### src/rtl/core/ksb_pkg.sv
// Shared types and constants for the keyed slot buffer.
// Holds the transfer payload structs, the token that walks the cell chain and the codes.
// Depends on nothing; every other file in rtl/core imports it.
package ksb_pkg;

    localparam int SLOTS = 16;

    localparam int OP_ID_W   = 16;
    localparam int ID_W      = 8;
    localparam int PAYLOAD_W = 32;

    localparam int APB_ADDR_W = 3;
    localparam int APB_DATA_W = 32;

    // Operation codes.
    localparam logic OPC_WRITE = 1'b0;
    localparam logic OPC_READ  = 1'b1;

    // Key selection codes.
    localparam logic KEY_CLIENT = 1'b0;
    localparam logic KEY_ENTERP = 1'b1;

    // Register index of key_select (taken from the word address).
    localparam logic REG_KEY_SELECT = 1'b0;

    localparam logic [OP_ID_W-1:0] NO_OP_ID = {OP_ID_W{1'b1}};

    typedef struct packed {
        logic                 opcode;
        logic [OP_ID_W-1:0]   op_id;
        logic [ID_W-1:0]      client;
        logic [ID_W-1:0]      enterp;
        logic [PAYLOAD_W-1:0] payload;
        logic [ID_W-1:0]      read_key;
    } in_t;

    typedef struct packed {
        logic                 accepted;
        logic                 found;
        logic [OP_ID_W-1:0]   out_op_id;
        logic [ID_W-1:0]      out_client;
        logic [ID_W-1:0]      out_enterp;
        logic [PAYLOAD_W-1:0] out_payload;
    } out_t;

    typedef struct packed {
        logic [OP_ID_W-1:0]   op_id;
        logic [ID_W-1:0]      client;
        logic [ID_W-1:0]      enterp;
        logic [PAYLOAD_W-1:0] payload;
    } rec_t;

    // Request token handed from cell to cell. Once a cell serves the request,
    // done is set and later cells leave the token alone.
    typedef struct packed {
        logic            valid;
        logic            opcode;
        logic            done;
        logic [ID_W-1:0] key;
        rec_t            rec;
    } tok_t;

endpackage

### src/rtl/core/ksb_cfg.sv
// Configuration register block of the keyed slot buffer: APB-style port, key_select.
// Depends on ksb_pkg.
module ksb_cfg (
    input  logic                           aclk,
    input  logic                           aresetn,
    input  logic                           psel,
    input  logic                           penable,
    input  logic                           pwrite,
    input  logic [ksb_pkg::APB_ADDR_W-1:0] paddr,
    input  logic [ksb_pkg::APB_DATA_W-1:0] pwdata,
    output logic [ksb_pkg::APB_DATA_W-1:0] prdata,
    output logic                           pready,
    output logic                           key_select
);
    import ksb_pkg::*;

    logic key_select_reg;
    logic key_select_next;
    logic wr_en;
    logic hit;

    assign pready = 1'b1;
    assign hit    = (paddr[APB_ADDR_W-1] == REG_KEY_SELECT);
    assign wr_en  = psel && penable && pwrite && pready && hit;

    always_comb begin
        key_select_next = key_select_reg;
        if (wr_en) begin
            key_select_next = pwdata[0];
        end
    end

    always_ff @(posedge aclk) begin
        if (!aresetn) begin
            key_select_reg <= KEY_CLIENT;
        end else begin
            key_select_reg <= key_select_next;
        end
    end

    assign prdata     = hit ? {{(APB_DATA_W-1){1'b0}}, key_select_reg} : '0;
    assign key_select = key_select_reg;

endmodule

### src/rtl/core/ksb_cell.sv
// One slot of the keyed slot buffer: used mark, stored record and a token stage.
// Depends on ksb_pkg.
module ksb_cell (
    input  logic          aclk,
    input  logic          aresetn,
    input  logic          adv,
    input  logic          key_select,
    input  ksb_pkg::tok_t tok_in,
    output ksb_pkg::tok_t tok_out
);
    import ksb_pkg::*;

    logic            used_reg;
    logic            used_next;
    rec_t            rec_reg;
    tok_t            tok_reg;
    tok_t            tok_next;
    logic [ID_W-1:0] slot_key;
    logic            take_write;
    logic            take_read;

    assign slot_key = (key_select == KEY_ENTERP) ? rec_reg.enterp : rec_reg.client;

    assign take_write = tok_in.valid && (tok_in.opcode == OPC_WRITE) && !tok_in.done
                        && !used_reg;
    assign take_read  = tok_in.valid && (tok_in.opcode == OPC_READ) && !tok_in.done
                        && used_reg && (slot_key == tok_in.key);

    always_comb begin
        tok_next  = tok_in;
        used_next = used_reg;
        if (take_write) begin
            tok_next.done = 1'b1;
            used_next     = 1'b1;
        end else if (take_read) begin
            tok_next.done = 1'b1;
            tok_next.rec  = rec_reg;
            used_next     = 1'b0;
        end
    end

    always_ff @(posedge aclk) begin
        if (!aresetn) begin
            used_reg      <= 1'b0;
            tok_reg.valid <= 1'b0;
        end else if (adv) begin
            used_reg <= used_next;
            tok_reg  <= tok_next;
        end
    end

    always_ff @(posedge aclk) begin
        if (adv && take_write) begin
            rec_reg <= tok_in.rec;
        end
    end

    assign tok_out = tok_reg;

endmodule

### src/rtl/core/keyed_slot_buffer_top.sv
// Keyed slot buffer top level. A request walks the chain of SLOTS (16) slot cells, one cell
// per cycle, and its result is presented from the last cell's token register. Throughput
// is one item per cycle; the whole chain holds while a result waits on m_ready. Reset
// (aresetn low at a clock edge) frees every slot, empties the chain and clears key_select
// to zero. No clearing pass is needed; items are taken right after reset.
module keyed_slot_buffer_top (
    input  logic                           aclk,
    input  logic                           aresetn,
    input  logic                           s_valid,
    output logic                           s_ready,
    input  ksb_pkg::in_t                   s_data,
    output logic                           m_valid,
    input  logic                           m_ready,
    output ksb_pkg::out_t                  m_data,
    input  logic                           psel,
    input  logic                           penable,
    input  logic                           pwrite,
    input  logic [ksb_pkg::APB_ADDR_W-1:0] paddr,
    input  logic [ksb_pkg::APB_DATA_W-1:0] pwdata,
    output logic [ksb_pkg::APB_DATA_W-1:0] prdata,
    output logic                           pready
);
    import ksb_pkg::*;

    // The table is a row of SLOTS cells. Cell i owns slot i. A request enters
    // cell 0 as a token and moves one cell per cycle toward the last cell while
    // the chain advances. The first cell that can serve it (a free slot for a
    // write, a used slot with a matching key for a read) does so and marks the
    // token done, so the lowest slot always wins. Tokens never pass each other,
    // so every request sees the table exactly as all earlier requests left it.

    logic key_select;
    logic adv;
    tok_t tok_head;
    tok_t tok_chain [SLOTS+1];
    tok_t tok_last;

    ksb_cfg u_cfg (
        .aclk       (aclk),
        .aresetn    (aresetn),
        .psel       (psel),
        .penable    (penable),
        .pwrite     (pwrite),
        .paddr      (paddr),
        .pwdata     (pwdata),
        .prdata     (prdata),
        .pready     (pready),
        .key_select (key_select)
    );

    // The chain moves as a whole whenever the last stage is empty or its
    // result transfer completes in this cycle.
    assign adv     = !tok_last.valid || m_ready;
    assign s_ready = adv;

    always_comb begin
        tok_head.valid       = s_valid;
        tok_head.opcode      = s_data.opcode;
        tok_head.done        = 1'b0;
        tok_head.key         = s_data.read_key;
        tok_head.rec.op_id   = s_data.op_id;
        tok_head.rec.client  = s_data.client;
        tok_head.rec.enterp  = s_data.enterp;
        tok_head.rec.payload = s_data.payload;
    end

    assign tok_chain[0] = tok_head;

    for (genvar i = 0; i < SLOTS; i++) begin : g_cell
        ksb_cell u_cell (
            .aclk       (aclk),
            .aresetn    (aresetn),
            .adv        (adv),
            .key_select (key_select),
            .tok_in     (tok_chain[i]),
            .tok_out    (tok_chain[i+1])
        );
    end

    assign tok_last = tok_chain[SLOTS];
    assign m_valid  = tok_last.valid;

    // The last cell's token register is the output register. A write reports
    // only whether it was stored. A read that no slot served returns the
    // "no operation" id with all other fields zero.
    always_comb begin
        m_data = '0;
        case (tok_last.opcode)
            OPC_WRITE: begin
                m_data.accepted = tok_last.done;
            end
            OPC_READ: begin
                m_data.found = tok_last.done;
                if (tok_last.done) begin
                    m_data.out_op_id   = tok_last.rec.op_id;
                    m_data.out_client  = tok_last.rec.client;
                    m_data.out_enterp  = tok_last.rec.enterp;
                    m_data.out_payload = tok_last.rec.payload;
                end else begin
                    m_data.out_op_id = NO_OP_ID;
                end
            end
            default: begin
                m_data = '0;
            end
        endcase
    end

endmodule
### config.mk
export PLATFORM = sky130hd
export DESIGN_NAME = keyed_slot_buffer_top
export DESIGN_NICKNAME = d
export VERILOG_FILES = /design/src/rtl/core/ksb_pkg.sv /design/src/rtl/core/ksb_cfg.sv /design/src/rtl/core/ksb_cell.sv /design/src/rtl/core/keyed_slot_buffer_top.sv
export SDC_FILE = /design/constraint.sdc
export NUM_CORES = 2
export LEC_CHECK = 0
export ABC_AREA = 1
export BUFFER_PORTS_ARGS = -buffer_cell sky130_fd_sc_hd__buf_4
export CORE_UTILIZATION = 45
export DETAILED_ROUTE_END_ITERATION = 8
export PLACE_DENSITY = 0.69
export SLEW_MARGIN = 20
export SYNTH_ARGS = -nofsm -noshare
export SYNTH_HDL_FRONTEND = slang
export SYNTH_HIERARCHICAL = 1
export SYNTH_SLANG_ARGS = --single-unit
### constraint.sdc
create_clock -name aclk -period 5.8 [get_ports aclk]
set_input_delay 0.58 -clock aclk [delete_from_list [all_inputs] [get_ports aclk]]
set_output_delay 0.58 -clock aclk [all_outputs]
set_load 0.05 [all_outputs]
==> Yosys cells after proc, flatten, opt, wreduce, memory -nomap -nowiden <==
Cells that the tools add are included.
{ "word_totals": {"ff_bits": 2233} }
{ "classes": {"muxes": 86, "n_eq_ne": 16, "reduce_logical": 210, "bitwise": 17} }
{ "op_table": {"columns": ["operator", "n"], "rows": [
  ["$mux 64", 32],
  ["$logic_and 1x1->1", 129],
  ["$eq 8x8->1", 16],
  ["$mux 8", 16],
  ["$mux 65", 1],
  ["$mux 48", 1],
  ["$mux 1", 35],
  ["$reduce_and 2->1", 17],
  ["$logic_not 1->1", 32],
  ["$reduce_bool 2->1", 16],
  ["$reduce_or 2->1", 15],
  ["$not 1->1", 17],
  ["$mux 16", 1],
  ["$logic_or 1x1->1", 1]
]} }

==> Longest topological paths before layout <==
{ "logic_depth": {"word_depth": 6, "mapped_depth": 12, "depth_no_buf": 10} }

==> Modules after synthesis <==
Netlist, hierarchy kept.
{ "by_module_without_submodules": {"columns": ["module", "cells_per_inst", "seq_area_each_um2", "area_per_inst_um2", "instances"], "rows": [
  ["ksb_cell", 431, 4184.0, 5586.6, 16],
  ["keyed_slot_buffer_top", 144, 0.0, 664.4, 1],
  ["ksb_cfg", 46, 20.0, 314.1, 1]
]} }

==> Worst setup path after synthesis <==
No wires, ideal clock.
{ "synth_path": {"path_type": "input to register", "start": "input port m_ready", "end": "register g_cell[0].u_cell/rec_reg[0] in the netlist's numbering, enable pin", "path_buffers": 0, "arrival_time_ps": 4945, "setup_time_ps": 488, "path_slack_ps": 368, "cell_stages": 4, "path_cell_list": "inv_1 nand2_1 inv_1 nor2_1"} }
{ "synth_between": {"elab_chain_cells": 2} }
{ "synth_rtl": {"columns": ["item", "line", "text"], "rows": [
  ["start, declared", "keyed_slot_buffer_top.sv:13", "input logic m_ready,"],
  ["$logic_or 1x1->1", "keyed_slot_buffer_top.sv:53", "assign adv = !tok_last.valid || m_ready;"],
  ["named net s_ready", "keyed_slot_buffer_top.sv:10", "output logic s_ready,"],
  ["$logic_and 1x1->1", "ksb_cell.sv:53", "if (adv && take_write) begin"],
  ["end signal, assigned", "ksb_cell.sv:54", "rec_reg <= tok_in.rec;"],
  ["end, declared", "ksb_cell.sv:15", "rec_t rec_reg;"]
]} }
The timed path passes the listed nets, and every way through them passes these cells.
A chain may end at the register's enable or synchronous reset.

==> results.sh <==
export IMPL_outcome="completed"
export IMPL_setup_viol=0
export IMPL_cts_buffers=203
export IMPL_worst_slew_pin_slew_ns=1.030
export IMPL_row_count=163
export IMPL_synth_area_sq_um=90120
export IMPL_critPathLaunchType="flip-flop"
export IMPL_largest_register_ffs=1192
export IMPL_crit_slowest_cell="dfxtp_4"
export IMPL_layout_common_cells="2200 x edfxtp_1, 1746 x nand2_1, 1320 x inv_1"
export IMPL_syn_avg_cell_area_sq_um=12.73
export IMPL_grt_pass1_wl_mm=203.5
export IMPL_drive_gt1_share_pct=13.30
export IMPL_fin_crit_ns=3.859
export IMPL_dp_cells=9677
export IMPL_maxCapViolCount=0
export IMPL_worstPathMaxFanout=94
export IMPL_clkSinkCount=2233
export IMPL_placed_area_sq_um=92630
export IMPL_drv_slew=0
export IMPL_path_clk_slew_ns=0.06
export IMPL_drt_pass1_iterations=5
export IMPL_first_iter_violations=2304
export IMPL_htree_levels=4
export IMPL_min_path_type="primary input to flip-flop"
export IMPL_crit_required_ns=6.33
export IMPL_stdcell_count=10130
export IMPL_ir_worst_vdd_mv=0.2823
export IMPL_core_area_sq_um=198200
export IMPL_wl_per_cell_um=11.63
export IMPL_wl_mm=117.8
export IMPL_routed_via_density=4.471
export IMPL_fin_ws_ns=1.941
export IMPL_timing_slew_headroom_pct=31.34
export IMPL_arrival_ns=4.39
export IMPL_rsz0062_at_grt="no"
export IMPL_path_cells="buf_12, inv_2, nand2_1, nand3_1, nand2_1, nand2_1, nor2_2, nand3_4, buf_4, nand2_1, o21ai_0"
export IMPL_cts_resized=0
export IMPL_cp_end_kind="flip-flop"
export IMPL_cts_tree="yes"
export IMPL_antennaDiodeCount=0
export IMPL_finalHoldViolCount=0
export IMPL_fin_crit_sh_pct=66.54
export IMPL_finalSetupTns_ns=0
export IMPL_pre_cts_ws_ns=2.003
export IMPL_io_pins=216
export IMPL_cpPeakStageDelay_ns=0.86
export IMPL_hpwlAfterDp_mm=77.98
export IMPL_critPathMostFrequentCell="nand2_1"
export IMPL_ant_nets=0
export IMPL_areaGrowthSynthToFinish_pct=10.88
export IMPL_die_area_sq_um=202100
export IMPL_clock_skew_ns=0.02876
export IMPL_grt_overflow_total=0
export IMPL_p_leak_uw=0.04120
export IMPL_place_congestion=0.8215
export IMPL_final_util_pct=50.41
export IMPL_yosysWarnings=6
export IMPL_remaining_drc_errors=0
export IMPL_criticalPathCategory="flip-flop to flip-flop"
export IMPL_grt_pass1_vias=44400
export IMPL_max_freq_ghz=0.2591
export IMPL_synthCells=7078
export IMPL_clk_insertion_delay_late_ns=0.81
export IMPL_io_buffers=150
export IMPL_fin_nets=7431
export IMPL_fp_dieW_um=449.5
export IMPL_grtUsageTotal_pct=11.69
export IMPL_dr_total_vias=45280
export IMPL_antenna_found_initial=0
export IMPL_die_y_um=449.5
export IMPL_final_area_sq_um=99930
export IMPL_root_buffer="clkbuf_16"
export IMPL_start_util_pct=45.46
export IMPL_layout_commonest_cell="edfxtp_1"
export IMPL_power_density_nw_per_um2=326.6
export IMPL_grt_max_degree=121
export IMPL_clockBufferDepth=3
routing by layer:
metal	global-route usage (%)	share of wire, %	wire length, um	vias to the layer above
li1	-	-	-	23980
met1	14.27	44	52220	20350
met2	20.38	49	57790	706
met3	2.244	3.8	4502	245
met4	4.554	2.8	3334	0
met5	0	0	0	-
per-stage QoR:
step | hold slack [ns] | power [uW]
6_report | 0.08725 | 32630
5_1_grt | 0.05041 | 33830
4_1_cts | 0.01238 | 33020
3_5_place_dp | 0.4317 | 20040
3_3_place_gp | 0.4350 | 19980
2_1_floorplan | 0.4264 | 19710
final cells by class:
type / instances / area (sq um)
Fill cell: 16040 / 98310
Sequential cell: 2233 / 66730
Multi-Input combinational cell: 3244 / 15860
Clock buffer: 253 / 5401
Inverter: 1352 / 5075
Tap cell: 2640 / 3303
Timing Repair Buffer: 282 / 2420
Clock inverter: 125 / 1140
timing repair:
item | CTS | global route
endpoints found under the hold margin | 89 | 0
setup endpoints to repair | 0 | 0
hold buffers | 73 | 0
setup buffers | 0 | 0
report_power, final:
group	switching, uW	internal, uW
logic	723	391
registers	264	18400
clock network	5530	7370
critical path, delay by kind of cell (launching register included):
| kind | cells | cell delay [ns] |
|---|---|---|
| compound gates | 1 | 0.08 |
| flops | 1 | 0.86 |
| simple gates | 7 | 1.38 |
| buf+inv | 3 | 1.14 |
worst paths after layout:
kind | cells past startpoint | from | to | slack, ns
hold reg to reg | 0 | g_cell[7].u_cell/tok_out[32] | g_cell[8].u_cell/rec_reg[32] | 0.43
setup / recovery | 11 | u_cfg/key_select | g_cell[4].u_cell/tok_out[59] | 1.94
setup reg to reg | 11 | u_cfg/key_select | g_cell[4].u_cell/tok_out[59] | 1.94
hold / removal | 3 | s_valid | g_cell[0].u_cell/tok_out[74] | 0.09
No activity file was read; power rests on OpenSTA's default activity.
